**config.mk**
```make
export PLATFORM = sky130hd
export DESIGN_NAME = cpu_debug_halt_unit_core
export DESIGN_NICKNAME = d
export VERILOG_FILES = /design/src/design/cdhu_pkg.sv /design/src/design/cdhu_bp_cell.sv /design/src/design/cpu_debug_halt_unit_core.sv
export SDC_FILE = /design/constraint.sdc
export NUM_CORES = 1
export LEC_CHECK = 0
export BUFFER_PORTS_ARGS = -buffer_cell sky130_fd_sc_hd__clkbuf_2
export CAP_MARGIN = 10
export CORE_AREA = 2 2 180 182
export CTS_CLUSTER_SIZE = 8
export DETAILED_ROUTE_END_ITERATION = 12
export DIE_AREA = 0 0 182 184
export PLACE_DENSITY = 0.65
export SLEW_MARGIN = 5
export SYNTH_ARGS = -nofsm -noshare
export SYNTH_HDL_FRONTEND = slang
export SYNTH_SLANG_ARGS = --single-unit
```
**constraint.sdc**
```tcl
create_clock -name i_clk -period 5.9 [get_ports i_clk]
set_clock_uncertainty 0.2 [all_clocks]
set_input_delay 1.18 -clock i_clk [delete_from_list [all_inputs] [get_ports i_clk]]
set_output_delay 1.18 -clock i_clk [all_outputs]
set_load 0.02 [all_outputs]
```
**src/design/cdhu_pkg.sv**
```systemverilog
// ----------------------------------------------------------------------------
// cdhu_pkg
// Shared types, constants and helpers for the cpu debug halt unit.
// ----------------------------------------------------------------------------
package cdhu_pkg;

    // breakpoint table geometry
    localparam int BP_SLOTS = 8;
    localparam int CNT_W    = $clog2(BP_SLOTS + 1);
    localparam int ADDR_W   = 16;

    // stream payload widths
    localparam int IN_DATA_W  = 64;
    localparam int IN_USER_W  = 4;
    localparam int OUT_DATA_W = 48;

    // opcode bytes used by step over
    localparam logic [7:0] CALL_OP    = 8'hCD;
    localparam logic [7:0] GROUP_MASK = 8'hC7;
    localparam logic [7:0] CCALL_PAT  = 8'hC4;
    localparam logic [7:0] RST_PAT    = 8'hC7;
    localparam logic [7:0] DJNZ_OP    = 8'h10;
    localparam logic [7:0] ED_PREFIX  = 8'hED;

    typedef enum logic [1:0] {
        MODE_RUN       = 2'd0,
        MODE_STEP      = 2'd1,
        MODE_PAUSE_REQ = 2'd2,
        MODE_PAUSED    = 2'd3
    } t_mode;

    typedef enum logic [3:0] {
        OP_BOUNDARY  = 4'd0,
        OP_PAUSE     = 4'd1,
        OP_RESUME    = 4'd2,
        OP_STEP      = 4'd3,
        OP_STEP_OVER = 4'd4,
        OP_STEP_OUT  = 4'd5,
        OP_TOGGLE    = 4'd6,
        OP_CLEAR_ALL = 4'd7,
        OP_QUERY     = 4'd8
    } t_opcode;

    typedef enum logic [1:0] {
        TOG_NONE    = 2'd0,
        TOG_REMOVED = 2'd1,
        TOG_ADDED   = 2'd2,
        TOG_FULL    = 2'd3
    } t_tog;

    // per-request table update, broadcast to every cell
    typedef struct packed {
        logic add;
        logic remove;
    } t_cell_ctl;

    // opcodes that step over runs past instead of into
    function automatic logic f_step_over_op(input logic [7:0] b);
        logic call_like;
        call_like = (b == CALL_OP) || ((b & GROUP_MASK) == CCALL_PAT) ||
                    ((b & GROUP_MASK) == RST_PAT) || (b == DJNZ_OP);
        return call_like || (b == ED_PREFIX);
    endfunction

endpackage

```
**src/design/cdhu_bp_cell.sv**
```systemverilog
// ----------------------------------------------------------------------------
// cdhu_bp_cell
// One breakpoint slot: holds an address, compares it and passes the
// match-so-far flag and its entry to the neighbors for compaction.
// ----------------------------------------------------------------------------
module cdhu_bp_cell (
    input  logic                          i_clk,
    input  cdhu_pkg::t_cell_ctl           i_ctl,
    input  logic [cdhu_pkg::ADDR_W-1:0]   i_addr,
    input  logic                          i_live,
    input  logic                          i_tail,
    input  logic                          i_next_live,
    input  logic [cdhu_pkg::ADDR_W-1:0]   i_next_entry,
    input  logic                          i_hit_prev,
    output logic                          o_hit,
    output logic [cdhu_pkg::ADDR_W-1:0]   o_entry
);

    logic [cdhu_pkg::ADDR_W-1:0] r_entry;
    logic                        w_match;

    // compare against the request address
    assign w_match = i_live && (r_entry == i_addr);
    assign o_hit   = i_hit_prev | w_match;
    assign o_entry = r_entry;

    // add at the tail, or close the gap left by a removed entry
    always_ff @(posedge i_clk) begin
        if (i_ctl.add && i_tail) begin
            r_entry <= i_addr;
        end else if (i_ctl.remove && o_hit && i_next_live) begin
            r_entry <= i_next_entry;
        end
    end

endmodule

```
**src/design/cpu_debug_halt_unit_core.sv**
```systemverilog
// ----------------------------------------------------------------------------
// cpu_debug_halt_unit_core
// Debug halt controller with a breakpoint table built as a row of cells.
// ----------------------------------------------------------------------------
// Usage:
//   Requests enter on the s_axis channel: the command kind rides on tuser,
//   the PC, SP, target address, opcode byte and length on tdata. Every
//   request gives exactly one response on m_axis carrying the halt flag,
//   the paused flag, toggle and query status, the stop count and the
//   number of breakpoints in use.
//   The response is registered, so m_axis_tvalid rises in the cycle after the
//   accepting edge, and one request is taken per cycle while the output
//   register is empty or its response is leaving. The compare of the request
//   address across the whole cell row is combinational; its match flag ripples from cell to cell.
//   The response sits in an output register; a new request is taken in the
//   same cycle the waiting response leaves, so a stalled receiver holds
//   the response and backs up s_axis_tready only while it is full.
//   Reset puts the unit in run mode with an empty table, no one-shot, no
//   guard and a zero stop count; no clearing pass is needed.
// ----------------------------------------------------------------------------
module cpu_debug_halt_unit_core (
    input  logic                              i_clk,
    input  logic                              i_rst_n,
    input  logic                              s_axis_tvalid,
    output logic                              s_axis_tready,
    // cpu_pc, stack_pointer, target_address, instruction_byte,
    // instruction_length, zero pad
    input  logic [cdhu_pkg::IN_DATA_W-1:0]    s_axis_tdata,
    // opcode
    input  logic [cdhu_pkg::IN_USER_W-1:0]    s_axis_tuser,
    output logic                              m_axis_tvalid,
    input  logic                              m_axis_tready,
    // stopped_now, is_paused, toggle_status, breakpoint_present,
    // stop_total, breakpoints_in_use, zero pad
    output logic [cdhu_pkg::OUT_DATA_W-1:0]   m_axis_tdata
);

    localparam int SLOTS = cdhu_pkg::BP_SLOTS;
    localparam int CW    = cdhu_pkg::CNT_W;
    localparam int AW    = cdhu_pkg::ADDR_W;

    // request fields
    logic [AW-1:0]       w_pc, w_sp, w_target;
    logic [7:0]          w_ibyte;
    logic [2:0]          w_ilen;
    cdhu_pkg::t_opcode   w_op;
    logic                w_acc;
    logic                r_out_valid;

    assign w_pc     = s_axis_tdata[15:0];
    assign w_sp     = s_axis_tdata[31:16];
    assign w_target = s_axis_tdata[47:32];
    assign w_ibyte  = s_axis_tdata[55:48];
    assign w_ilen   = s_axis_tdata[58:56];
    assign w_op     = cdhu_pkg::t_opcode'(s_axis_tuser);

    assign s_axis_tready = !r_out_valid || m_axis_tready;
    assign w_acc         = s_axis_tvalid && s_axis_tready;

    // control state
    cdhu_pkg::t_mode     r_mode, n_mode;
    logic [CW-1:0]       r_count, n_count;
    logic                r_os_armed, n_os_armed;
    logic [AW-1:0]       r_os_addr, n_os_addr;
    logic                r_guard_armed, n_guard_armed;
    logic [AW-1:0]       r_guard_lim, n_guard_lim;
    logic [31:0]         r_stops, n_stops;
    logic [AW-1:0]       r_hpc, n_hpc;
    logic [AW-1:0]       r_hsp, n_hsp;
    logic                r_seen, n_seen;

    // response register
    logic                r_o_stopped, n_o_stopped;
    cdhu_pkg::t_tog      r_o_tog, n_o_tog;
    logic                r_o_present, n_o_present;

    // cell row
    cdhu_pkg::t_cell_ctl w_ctl;
    logic [AW-1:0]       w_cmp_addr;
    logic [SLOTS:0]      w_hit;
    logic [AW-1:0]       w_entry [SLOTS];
    logic                w_any_hit;
    logic                w_stop;
    logic [AW-1:0]       w_step_len;

    assign w_cmp_addr = (w_op == cdhu_pkg::OP_BOUNDARY) ? w_pc : w_target;
    assign w_hit[0]   = 1'b0;
    assign w_any_hit  = w_hit[SLOTS];

    genvar g;
    generate
        for (g = 0; g < SLOTS; g++) begin : g_cell
            logic          w_next_live;
            logic [AW-1:0] w_next_entry;
            if (g == SLOTS - 1) begin : g_last
                assign w_next_live  = 1'b0;
                assign w_next_entry = '0;
            end else begin : g_mid
                assign w_next_live  = r_count > CW'(g + 1);
                assign w_next_entry = w_entry[g + 1];
            end
            cdhu_bp_cell u_cell (
                .i_clk        (i_clk),
                .i_ctl        (w_ctl),
                .i_addr       (w_cmp_addr),
                .i_live       (r_count > CW'(g)),
                .i_tail       (r_count == CW'(g)),
                .i_next_live  (w_next_live),
                .i_next_entry (w_next_entry),
                .i_hit_prev   (w_hit[g]),
                .o_hit        (w_hit[g + 1]),
                .o_entry      (w_entry[g])
            );
        end
    endgenerate

    // halt condition at a boundary
    assign w_stop = (r_mode == cdhu_pkg::MODE_PAUSE_REQ) || (r_mode == cdhu_pkg::MODE_STEP) ||
                    w_any_hit ||
                    (r_os_armed && (w_pc == r_os_addr) &&
                     (!r_guard_armed || (w_sp >= r_guard_lim)));
    assign w_step_len = (w_ilen == 3'd0) ? AW'(1) : AW'(w_ilen);

    // state registers
    always_ff @(posedge i_clk) begin
        if (!i_rst_n) begin
            r_mode        <= cdhu_pkg::MODE_RUN;
            r_count       <= '0;
            r_os_armed    <= 1'b0;
            r_os_addr     <= '0;
            r_guard_armed <= 1'b0;
            r_guard_lim   <= '0;
            r_stops       <= '0;
            r_hpc         <= '0;
            r_hsp         <= '0;
            r_seen        <= 1'b0;
            r_out_valid   <= 1'b0;
        end else begin
            r_mode        <= n_mode;
            r_count       <= n_count;
            r_os_armed    <= n_os_armed;
            r_os_addr     <= n_os_addr;
            r_guard_armed <= n_guard_armed;
            r_guard_lim   <= n_guard_lim;
            r_stops       <= n_stops;
            r_hpc         <= n_hpc;
            r_hsp         <= n_hsp;
            r_seen        <= n_seen;
            r_out_valid   <= w_acc || (r_out_valid && !m_axis_tready);
        end
    end

    // response payload
    always_ff @(posedge i_clk) begin
        if (w_acc) begin
            r_o_stopped <= n_o_stopped;
            r_o_tog     <= n_o_tog;
            r_o_present <= n_o_present;
        end
    end

    // next state and table control per request
    always_comb begin
        n_mode        = r_mode;
        n_count       = r_count;
        n_os_armed    = r_os_armed;
        n_os_addr     = r_os_addr;
        n_guard_armed = r_guard_armed;
        n_guard_lim   = r_guard_lim;
        n_stops       = r_stops;
        n_hpc         = r_hpc;
        n_hsp         = r_hsp;
        n_seen        = r_seen;
        n_o_stopped   = 1'b0;
        n_o_tog       = cdhu_pkg::TOG_NONE;
        n_o_present   = 1'b0;
        w_ctl         = '0;
        if (w_acc) begin
            case (w_op)
                cdhu_pkg::OP_BOUNDARY: begin
                    n_seen = 1'b1;
                    if (r_mode != cdhu_pkg::MODE_PAUSED && w_stop) begin
                        n_os_armed    = 1'b0;
                        n_guard_armed = 1'b0;
                        n_mode        = cdhu_pkg::MODE_PAUSED;
                        n_stops       = r_stops + 32'd1;
                        n_hpc         = w_pc;
                        n_hsp         = w_sp;
                        n_o_stopped   = 1'b1;
                    end
                end
                cdhu_pkg::OP_PAUSE: begin
                    if (r_mode != cdhu_pkg::MODE_PAUSED) begin
                        n_mode = cdhu_pkg::MODE_PAUSE_REQ;
                    end
                end
                cdhu_pkg::OP_RESUME: begin
                    n_mode = cdhu_pkg::MODE_RUN;
                end
                cdhu_pkg::OP_STEP: begin
                    if (r_mode == cdhu_pkg::MODE_PAUSED) begin
                        n_mode = cdhu_pkg::MODE_STEP;
                    end
                end
                cdhu_pkg::OP_STEP_OVER: begin
                    if (r_mode == cdhu_pkg::MODE_PAUSED) begin
                        if (r_seen && cdhu_pkg::f_step_over_op(w_ibyte)) begin
                            n_os_armed    = 1'b1;
                            n_os_addr     = r_hpc + w_step_len;
                            n_guard_armed = 1'b0;
                            n_mode        = cdhu_pkg::MODE_RUN;
                        end else begin
                            n_mode = cdhu_pkg::MODE_STEP;
                        end
                    end
                end
                cdhu_pkg::OP_STEP_OUT: begin
                    if (r_mode == cdhu_pkg::MODE_PAUSED && r_seen) begin
                        n_os_armed    = 1'b1;
                        n_os_addr     = w_target;
                        n_guard_armed = 1'b1;
                        n_guard_lim   = r_hsp + AW'(2);
                        n_mode        = cdhu_pkg::MODE_RUN;
                    end
                end
                cdhu_pkg::OP_TOGGLE: begin
                    if (w_any_hit) begin
                        w_ctl.remove = 1'b1;
                        n_count      = r_count - CW'(1);
                        n_o_tog      = cdhu_pkg::TOG_REMOVED;
                    end else if (r_count < CW'(SLOTS)) begin
                        w_ctl.add = 1'b1;
                        n_count   = r_count + CW'(1);
                        n_o_tog   = cdhu_pkg::TOG_ADDED;
                    end else begin
                        n_o_tog = cdhu_pkg::TOG_FULL;
                    end
                end
                cdhu_pkg::OP_CLEAR_ALL: begin
                    n_count = '0;
                end
                cdhu_pkg::OP_QUERY: begin
                    n_o_present = w_any_hit;
                end
                default: begin
                end
            endcase
        end
    end

    // response bus
    assign m_axis_tvalid = r_out_valid;
    assign m_axis_tdata  = {7'd0, 4'(r_count), r_stops, r_o_present, r_o_tog,
                            (r_mode == cdhu_pkg::MODE_PAUSED), r_o_stopped};

    // checks
    a_count_bound: assert property (@(posedge i_clk) disable iff (!i_rst_n)
        r_count <= CW'(SLOTS))
        else $error("breakpoint count above table size");

    a_guard_needs_oneshot: assert property (@(posedge i_clk) disable iff (!i_rst_n)
        r_guard_armed |-> r_os_armed)
        else $error("stack guard armed without one-shot");

    a_halt_pauses: assert property (@(posedge i_clk) disable iff (!i_rst_n)
        (r_out_valid && r_o_stopped) |-> (r_mode == cdhu_pkg::MODE_PAUSED))
        else $error("halt reported while not paused");

    a_halt_counts: assert property (@(posedge i_clk) disable iff (!i_rst_n)
        (w_acc && n_o_stopped) |=> (r_stops == $past(r_stops) + 32'd1) && !r_os_armed)
        else $error("halt did not count or clear one-shot");

    a_ctl_exclusive: assert property (@(posedge i_clk) disable iff (!i_rst_n)
        $onehot0({w_ctl.add, w_ctl.remove}))
        else $error("table add and remove in one request");

endmodule
```
Word-level counts from Yosys, hierarchy flattened --
Index checks and enable logic that the tools add are counted.
Storage, ports and cells: flip-flop bits (word level) 238, bits of input ports 72, word-level logic and storage cells 204
Operators by class: $add $sub $neg 5, order comparisons 10, eq/ne operators 40, multiplexer cells 46, bitwise operators 8, reductions and logical operators 72
Operators with widths (count):
- two-way mux 16 bit | 18
- equality test 16 bit | 9
- logical AND 1 bit | 37
- adder 32 x 1 -> 32 bit, second input constant | 1
- equality test 4 x 3 -> 1 bit, second input constant | 8
- case mux 16 bit (2 select lines) | 1
- nonzero test 2 bit | 9
- adder 16 x 2 -> 16 bit, second input constant | 1
- adder 16 x 3 -> 16 bit | 1
- equality test 4 x 2 -> 1 bit, second input constant | 4
- equality test 8 bit, second input constant | 2
- greater-or-equal comparator 16 bit | 1
- greater-than comparator 4 x 3 -> 1 bit, second input constant | 4
- two-way mux 2 bit | 7
- two-way mux 1 bit | 13
- inequality test 2 bit, second input constant | 6
- case mux 2 bit (6 select lines) | 1
- equality test 5 bit, second input constant | 2
- logical OR 1 bit | 10
- AND reduction 3 bit | 3
- equality test 4 x 1 -> 1 bit, second input constant | 2
- equality test 8 x 5 -> 1 bit, second input constant | 1
- greater-than comparator 4 x 1 -> 1 bit, second input constant | 2
- greater-than comparator 4 x 2 -> 1 bit, second input constant | 2
- 24 further kinds | 36

Longest topological paths before layout --
Gate-level depths: netlist of the first run.
depth in word-level cells 18, depth in mapped cells 17, depth with buffers taken out 12

Cells and area by module --
Synthesis of the first run repeated with hierarchy kept, for this count alone.
Second synthesis, totals: cells, all modules 1307, area total of the unflattened synthesis 13370.3 µm²
By module, submodules not included:
- cdhu_bp_cell | instances 8, cells an instance 61, area an instance 888.4 µm²
- cpu_debug_halt_unit_core | instances 1, cells an instance 819, area an instance 6263.5 µm²

Least setup slack after synthesis of the first run --
OpenSTA, ideal clock, no wires.
path type input -> register, start point input port s_axis_tuser[1] (netlist name), end point register g_cell[3].u_cell.r_entry, in the netlist g_cell[3].u_cell.o_entry[0], enable pin, setup time 0.414 ns, arrival 4.801 ns, data required time 5.286 ns, slack 0.485 ns, stages on the path 10, path buffers 2, cell sequence buf_2 > or4_1 > buf_4 > a21oi_1 > inv_2 > a221o_1 > or4_1 > o41a_1 > and3_1 > o31ai_1
On the way: cells in the longest elaborated chain, start to end 17, elaborated cells between the ends (all ways) 34, those cells by class eq/ne: 9; mux: 5; bitwise: 7; reduce/logical: 13
Ends and longest elaborated chain:
- start, declared | RTL line cpu_debug_halt_unit_core.sv:30 | input logic [cdhu_pkg::IN_USER_W-1:0] s_axis_tuser,
- logical NOT 4 bit (*) | RTL line cpu_debug_halt_unit_core.sv:86 | assign w_cmp_addr = (w_op == cdhu_pkg::OP_BOUNDARY) ? w_pc : w_target;
- two-way mux 16 bit (*) | RTL line cpu_debug_halt_unit_core.sv:86
- via g_cell[0].u_cell.i_addr, one bit | RTL line cdhu_bp_cell.sv:9 | input logic [cdhu_pkg::ADDR_W-1:0] i_addr,
- equality test 16 bit | RTL line cdhu_bp_cell.sv:23 | assign w_match = i_live && (r_entry == i_addr);
- logical AND 1 bit | RTL line cdhu_bp_cell.sv:23
- bitwise OR 1 bit (7 in a row) | RTL line cdhu_bp_cell.sv:24 | assign o_hit = i_hit_prev | w_match;
- two-way mux 1 bit | RTL line cpu_debug_halt_unit_core.sv:227 | if (w_any_hit) begin
- two-way mux 2 bit | RTL line cpu_debug_halt_unit_core.sv:179 | case (w_op)
- two-way mux 2 bit | RTL line cpu_debug_halt_unit_core.sv:178 | if (w_acc) begin
- logical AND 1 bit (2 in a row) | RTL line cdhu_bp_cell.sv:31 | end else if (i_ctl.remove && o_hit && i_next_live) begin
- nonzero test 2 bit (no source line) (*)
- end signal, assigned | RTL line cdhu_bp_cell.sv:30 | r_entry <= i_addr;
- end signal, assigned | RTL line cdhu_bp_cell.sv:32 | r_entry <= i_next_entry;
- end, declared | RTL line cdhu_bp_cell.sv:19 | logic [cdhu_pkg::ADDR_W-1:0] r_entry;
Mark *: on every way through the listed nets, which the timed path passes. The rest lies on a longest branch. A chain may end at the register's enable or synchronous reset.

Worst setup path after layout of the first run --
start point input port s_axis_tuser[3] (netlist name), end point register g_cell[1].u_cell.r_entry, in the netlist g_cell[1].u_cell.o_entry[1], enable pin
On the way: cells in the longest elaborated chain, start to end 17, elaborated cells between the ends (all ways) 34, those cells by class eq/ne: 9; mux: 5; bitwise: 7; reduce/logical: 13
Ends and longest elaborated chain (RTL line):
- logical NOT 4 bit (*) | cpu_debug_halt_unit_core.sv:86
- two-way mux 16 bit (*) | cpu_debug_halt_unit_core.sv:86
- via g_cell[0].u_cell.i_addr, one bit | cdhu_bp_cell.sv:9
- equality test 16 bit | cdhu_bp_cell.sv:23
- logical AND 1 bit | cdhu_bp_cell.sv:23
- bitwise OR 1 bit (7 in a row) | cdhu_bp_cell.sv:24
- two-way mux 1 bit | cpu_debug_halt_unit_core.sv:227
- two-way mux 2 bit | cpu_debug_halt_unit_core.sv:179
- two-way mux 2 bit | cpu_debug_halt_unit_core.sv:178
- logical AND 1 bit (2 in a row) | cdhu_bp_cell.sv:31
- nonzero test 2 bit (no source line) (*)
- end signal, assigned | cdhu_bp_cell.sv:30
- end signal, assigned | cdhu_bp_cell.sv:32
- end, declared | cdhu_bp_cell.sv:19
Marks and branches as above.

==> results.cfg, run 1 <==
[hold_path]
hold_path_class = register to register

[detailed_routing]
routed_wl_um = 51500
dr.pass1.iters = 6
ant_nets = 0
vias_per_cell = 6.13
drt_iter0_markers = 1507
drc_errors = 0
avgRoutedWirePerCell_um = 24.8
vias = 12700

[synthesis]
synth_edf_count = 132
synth.distinct_cells = 77
seq_area_frac_synth_pct = 41.4
synth_adder_area_share_pct = 2.35
synth-simple-area-share_pct = 16.1
synthCells = 1550
async_reset_ff_share_pct = 0
synth-seq-cells = 238
synth_warnings = 0
ys.flop_type = edfxtp_1
synthXorXnorAreaFrac_pct = 10.0
synth_compound_area_share_pct = 13.6
synth_mux_area_share_pct = 10.4
syn_area_um2 = 14700
avgSynthCellArea_um2 = 9.49
synth_top_family_by_area = simple AND/OR/NAND/NOR gates

[timing]
finalSetupTns_ns = 0
timing.final.crit_share_pct = 86.4
slew_viol_final = 0
finalHoldViolations = 0
rsz0062_at_grt = false
worst_pin_slew_ns = 1.13
timing.fmax_mhz = 196
finalSetupViolations = 0
slew_headroom_pct = 24.0
worst_slack_ns = 0.805
fin_crit_ns = 5.09

[global_routing]
grt_pass1_vias = 12000
grt_use_met1_pct = 39.2
antenna_found_initial = 0
top_usage_layer = met2
grt_pass1_wl_um = 75100
track_usage_pct = 30.2
grt_use_met3_pct = 6.77
use_met2_pct = 47.1
grt_max_degree = 53
overflow = 0

[floorplan]
dieArea_um2 = 33500
rows = 65
core_region_area_um2 = 31400
die_y_um = 184
pin_count = 122
initial_core_util_pct = 46.8
die_x_um = 182

[cells_and_area]
post-route-util_pct = 53.5
multiInputGateArea_um2 = 7760
final_nets = 1761
drive_gt1_share_pct = 18.5
stdcell_count = 2072
filler_cell_count = 2905
final_common_cell = nor2_1
register_area_um2 = 6090
final_cell_mix = 134 x nor2_1, 132 x edfxtp_1, 109 x clkbuf_2, 106 x inv_1, 106 x dfxtp_1
areaGrowthSynthToFinish_pct = 14.3

[placement]
port_buffers = 109
dp.cells = 2027
dp_hpwl_um = 36500
gp_congestion = 0.996
dp_slack_ns = 0.340

[worst_setup_path]
worstPathMaxFanout = 14
crit_required_ns = 5.94
crit_type = primary input to register
crit_path_end_kind = register
critPathArrivalTime_ns = 5.13
r2r_slack_ns = 1.78
start_kind = primary input

[pwr]
total_power_uw = 3930
cellLeakagePower_uw = 0.00658
vdd.ir_drop.worst_v = 0.000208
power_density_nw_per_um2 = 234

[run]
cap_violations = 0

[clocking]
cts_hold_buffers = 0
root_buffer = clkbuf_16
clock-sinks = 238
post_cts_buffers = 0
cts_resized = 0
numCtsBuffers = 35
path_clk_slew_ns = 0.05
clk_latency_ns = 0.52
clockBufferDepth = 3
cts.htree.levels = 2
cts_tree = built

[outcome]
status = completed
==> cells in the mapped netlist (all sizes together), types with 40 or more instances <==
| cell | instances | area, um2 |
|---|---|---|
| dfxtp | 106 | 2120 |
| xnor2 | 90 | 788 |
| edfxtp | 132 | 3960 |
| buf | 40 | 240 |
| mux2 | 67 | 754 |
| clkbuf | 65 | 244 |
| a21oi | 81 | 405 |
| nand3 | 47 | 235 |
| nand4 | 43 | 299 |
| xor2 | 78 | 683 |
| nand2 | 93 | 349 |
| inv | 112 | 420 |
| mux2i | 75 | 771 |
| nor2 | 135 | 509 |
==> critical path: stages <==
cell,delay [ns]
clkbuf_2,0.14
or4_2,0.90
mux2i_1,0.46
inv_2,0.22
xnor2_1,0.19
nand2_1,0.06
or4_1,0.51
o41a_1,0.19
o31ai_2,0.97
buf_4,0.28
==> logic make-up after synthesis <==
kind of cell / Yosys count
AO/OA/AOI/OAI: 288
other: 1
buffers and inverters: 218
multiplexers: 142
AND/OR/NAND/NOR: 468
adder cells (fa/ha/maj): 27
XOR/XNOR: 168
flip-flops: 238
==> flip-flops by register name, summed over array words and instances, names as in the netlist, 4 cells and up <==
register / flops
g_cell.u_cell.o_entry: 128
r_count: 4
r_guard_lim: 16
r_hpc: 16
r_hsp: 16
r_os_addr: 16
r_stops: 32
==> per-layer routing <==
metal | routed length [um] | share of wire, %
met1 | 20600 | 40
met4 | 2990 | 5.8
met5 | 0 | 0
met3 | 5570 | 11
met2 | 22300 | 43
==> cell type report <==
class | instances | share of cell area (%)
antenna | 1 | 0.0149
clock buffer | 40 | 5.32
clock inverter | 4 | 0.179
inverter | 113 | 2.52
multi-input combinational | 1100 | 46.2
sequential | 238 | 36.2
tap | 402 | 2.99
timing repair buffer | 174 | 6.60
==> metrics by stage <==
stage | instance area (um2) | hold WS, ns
after detailed placement | 15900 | 0.260
after CTS | 16800 | 0.265
after global placement | 15900 | 0.251
final | 16800 | 0.267
after floorplan | 14700 | 0.242
after global routing | 16800 | 0.283
==> power breakdown <==
part           switching [uW]  leakage (uW)  internal [uW]
logic                     267       0.00408            119
clock network             730      0.000452           1060
registers                5.25       0.00205           1750
total                    1000       0.00658           2930
==> path summary, 6_finish.rpt <==
check                                end  depth (start not counted)                        start
min                        r_os_addr[15]                          2                r_os_addr[15]
min reg2reg                r_os_addr[15]                          2                r_os_addr[15]
max          g_cell[1].u_cell.o_entry[1]                         10              s_axis_tuser[3]
max reg2reg  g_cell[1].u_cell.o_entry[1]                          8  g_cell[0].u_cell.o_entry[0]
No activity file was read; power rests on OpenSTA's default activity.
==> inputs of run 2 (changes only) <==
- PLACE_DENSITY: 0.65 -> 0.66
==> results.cfg, run 2 (same netlist as run 1, synthesis figures left out) <==
[outcome]
status = completed

[clocking]
path_clk_slew_ns = 0.05
root_buffer = clkbuf_16
numCtsBuffers = 35
clockBufferDepth = 3
cts_hold_buffers = 0
clk_latency_ns = 0.53
cts_resized = 0
clock-sinks = 238
post_cts_buffers = 0
cts_tree = built
cts.htree.levels = 2

[pwr]
power_density_nw_per_um2 = 236
clockPowerShare_pct = 46.3
cellLeakagePower_uw = 0.00660
vdd.ir_drop.worst_v = 0.000246
intPower_uw = 2940
switching_share_pct = 25.9
pwr-share-comb_pct = 9.6
p_switching_uw = 1030
p_seq_share_pct = 44.1

[worst_setup_path]
crit_type = primary input to register
crit_required_ns = 5.96
worstPathMaxFanout = 35
critPathArrivalTime_ns = 5.17
crit_path_end_kind = register
start_kind = primary input

[cells_and_area]
diodes = 0
areaGrowthSynthToFinish_pct = 14.6
drive_gt1_share_pct = 18.6
post-route-util_pct = 53.7
final_cell_mix = 134 x nor2_1, 132 x edfxtp_1, 109 x clkbuf_2, 106 x inv_1, 106 x dfxtp_1
final_common_cell = nor2_1
final_nets = 1764
largest_reg_flops = 128

[detailed_routing]
drc_errors = 0
ant_nets = 0
vias_per_cell = 6.20
drt_iter0_markers = 1452
avgRoutedWirePerCell_um = 24.8
dr.pass1.iters = 6
vias = 12900
routed_wl_um = 51600

[floorplan]
rows = 65
die_x_um = 182
initial_core_util_pct = 46.8
dieArea_um2 = 33500
die_y_um = 184
pin_count = 122
core_region_area_um2 = 31400

[timing]
finalSetupTns_ns = 0
rsz0062_at_grt = false
timing.final.crit_share_pct = 86.5
worst_pin_slew_ns = 0.807
finalSetupViolations = 0
fin_crit_ns = 5.11
timing.fmax_mhz = 196
slew_viol_final = 0
slew_headroom_pct = 45.9
finalHoldViolations = 0

[placement]
port_buffers = 109
gp_congestion = 0.977
dp_hpwl_um = 36100

[global_routing]
grt_pass1_wl_um = 76000
grt_max_degree = 53
overflow = 0
track_usage_pct = 30.3
grt_pass1_vias = 12100
antenna_found_initial = 0

[run]
cap_violations = 0

[hold_path]
hold_path_class = register to register
run 2: changes by cell type in the layout (fill, tap and decap cells not counted):
cell,before,now
buf_4,59,63
clkbuf_1,5,9
inv_6,3,0
clkinv_8,0,2
buf_12,6,5
clkinv_1,2,1
diode_2,1,0
inv_16,0,1
run 2: final timing paths:
path,from,endpoint,slack [ns],cells past startpoint
worst min register to register,r_os_addr[6],r_os_addr[6],0.27,2
worst max-delay path,s_axis_tuser[1],g_cell[6].u_cell.o_entry[3],0.79,14
worst min-delay path,r_os_addr[6],r_os_addr[6],0.27,2
worst max register to register,r_count[3],g_cell[6].u_cell.o_entry[3],1.77,11
run 2: critical path, cell delays in order:
cell	delay [ns]
clkbuf_2	0.17
or4_2	0.78
buf_12	0.24
mux2i_2	0.19
buf_4	0.22
a22oi_1	0.20
o221ai_1	0.14
nor4_1	0.64
a41o_1	0.30
or4_1	0.21
nor2_2	0.07
nand4_4	0.12
buf_4	0.29
mux2_2	0.38
run 2: stage by stage:
| stage | hold slack, ns | total power [uW] | setup slack [ns] | cell area [um2] | std cells |
|---|---|---|---|---|---|
| after global routing | 0.283 | 4070 | 0.683 | 16900 | 2077 |
| after detailed placement | 0.261 | 2150 | 0.429 | 15900 | 2030 |
| final | 0.265 | 3970 | 0.794 | 16900 | 2077 |
| after global placement | 0.252 | 2150 | 0.470 | 15900 | 2030 |
| after floorplan | 0.242 | 1990 | 0.485 | 14700 | 1556 |
| after CTS | 0.268 | 3980 | 0.949 | 16900 | 2077 |
run 2: per-layer routing:
metal | track usage (%) | share of wire (%) | routed length (um)
met5 | 0 | 0 | 0
met2 | 47.6 | 44 | 22500
met4 | 12.5 | 4.8 | 2500
met3 | 6.30 | 11 | 5630
met1 | 40.7 | 41 | 21000
run 2: cell type report:
| type | instances | area (um2) |
|---|---|---|
| inverters | 113 | 424 |
| fillers | 2863 | 14500 |
| well taps | 402 | 503 |
| flip-flops and latches | 238 | 6090 |
| repair buffers | 177 | 1120 |
| clock buffers | 44 | 910 |
| multi-input cells | 1100 | 7760 |
| clock inverters | 3 | 52.6 |
run 2: power groups by stage:
stage	Combinational (uW)	Clock, uW	Sequential (uW)
2_1_floorplan	204	0	1780
3_3_place_gp	365	0	1780
3_5_place_dp	366	0	1780
4_1_cts	368	1860	1750
5_1_grt	395	1930	1750
6_report	382	1840	1750
==> inputs of run 3 (changes only) <==
- RECOVER_POWER: default -> 25
- SKIP_CTS_REPAIR_TIMING: default -> 1
==> results.cfg, run 3 (same netlist as run 1, synthesis figures left out) <==
[cells_and_area]
filler_cell_count = 2905
drive_gt1_share_pct = 15.0
final_cell_mix = 134 x nor2_1, 132 x edfxtp_1, 110 x inv_1, 106 x dfxtp_1, 93 x nand2_1
largest_reg_flops = 128
diodes = 0
multiInputGateArea_um2 = 7750
final_nets = 1764
register_area_um2 = 6090
areaGrowthSynthToFinish_pct = 14.0
post-route-util_pct = 53.4
final_common_cell = nor2_1

[worst_setup_path]
worstPathMaxFanout = 35
slowest_delay_ns = 0.79
crit_chain = clkbuf_1, or4_2, buf_12, mux2i_1, buf_4, xor2_1, nor4_1, nand4_1, nand3_1, or4_1, nor2_2, nand4_4, buf_4, mux2_2
critPathMostFrequentCell = buf_4
critPathArrivalTime_ns = 5.35
crit_type = primary input to register
cp_top_family = simple AND/OR/NAND/NOR gates
crit_required_ns = 5.96
crit_path_end_kind = register
start_kind = primary input
worstPathBufferInverterCount = 4
cp_slowest_cell = or4_2

[clocking]
clockBufferDepth = 3
clock-sinks = 238
cts.htree.levels = 2
path_clk_slew_ns = 0.05
root_buffer = clkbuf_16
clk_latency_ns = 0.53
numCtsBuffers = 35
cts_tree = built

[timing]
finalSetupViolations = 0
hold_ws_ns = 0.266
worst_pin_slew_ns = 1.40
slew_headroom_pct = 6.94
fin_crit_ns = 5.29
rsz0062_at_grt = false
slew_viol_final = 0
finalSetupTns_ns = 0
timing.fmax_mhz = 189
timing.final.crit_share_pct = 89.6
finalHoldViolations = 0

[detailed_routing]
ant_nets = 0
vias = 12900
drc_errors = 0
avgRoutedWirePerCell_um = 24.8
vias_per_cell = 6.20
routed_wl_um = 51600
dr.pass1.iters = 7
drt_iter0_markers = 1467

[global_routing]
track_usage_pct = 30.3
grt_max_degree = 53
antenna_found_initial = 0
grt_pass1_wl_um = 76000
grt_pass1_vias = 12100
overflow = 0

[placement]
gp_congestion = 0.977
port_buffers = 109
dp_hpwl_um = 36100

[floorplan]
die_y_um = 184
dieArea_um2 = 33500
rows = 65
die_x_um = 182
core_region_area_um2 = 31400
pin_count = 122
initial_core_util_pct = 46.8

[hold_path]
hold_path_class = register to register

[run]
cap_violations = 0

[pwr]
power_density_nw_per_um2 = 237
cellLeakagePower_uw = 0.00643
vdd.ir_drop.worst_v = 0.000246
total_power_uw = 3970

[outcome]
status = completed
## run 3: changes by cell type in the layout (fill, tap and decap cells not counted), sizes merged
| cell | delta |
|---|---|
| buf | -9 |
| clkbuf | +9 |
## run 3: where the power goes
| group | switching (uW) | internal (uW) |
|---|---|---|
| logic | 262 | 114 |
| clock network | 760 | 1080 |
| registers | 5.37 | 1750 |
| total | 1030 | 2940 |
## run 3: path summary, 6_finish.rpt
path	from	to	slack, ns	depth (start not counted)
setup reg to reg	r_count[3]	g_cell[6].u_cell.o_entry[3]	1.76	11
hold reg to reg	r_os_addr[6]	r_os_addr[6]	0.27	2
setup / recovery	s_axis_tuser[1]	g_cell[6].u_cell.o_entry[3]	0.61	14
hold / removal	r_os_addr[6]	r_os_addr[6]	0.27	2
## run 3: per-layer routing
| metal | vias up | wire length [um] | global-route usage, % |
|---|---|---|---|
| li1 | 5803 | - | - |
| met1 | 6117 | 20900 | 40.7 |
| met2 | 776 | 22400 | 47.6 |
| met3 | 172 | 5710 | 6.30 |
| met4 | 0 | 2540 | 12.5 |
| met5 | - | 0 | 0 |
## run 3: cell type report
type | count | share of cell area [%]
clock inverter | 3 | 0.314
inverter | 113 | 2.53
tap | 402 | 3.00
clock buffer | 44 | 5.43
timing repair buffer | 177 | 6.15
sequential | 238 | 36.3
multi-input combinational | 1100 | 46.3
## run 3: worst reg2reg max path, cell delays in order (launching register included)
cell	delay [ns]
dfxtp_1	0.49
nor2_1	0.72
a2111oi_0	0.23
a221oi_1	0.33
a21oi_1	0.08
nand4_1	0.23
nand3_1	0.22
or4_1	0.51
nor2_2	0.19
nand4_4	0.12
buf_4	0.25
mux2_2	0.32
## run 3: per-stage QoR
step | instance area [um2] | instances | setup slack, ns
after floorplan | 14700 | 1556 | 0.485
after global placement | 15900 | 2030 | 0.470
after detailed placement | 15900 | 2030 | 0.429
after CTS | 16900 | 2077 | 0.949
after global routing | 16800 | 2077 | 0.466
final | 16800 | 2077 | 0.613
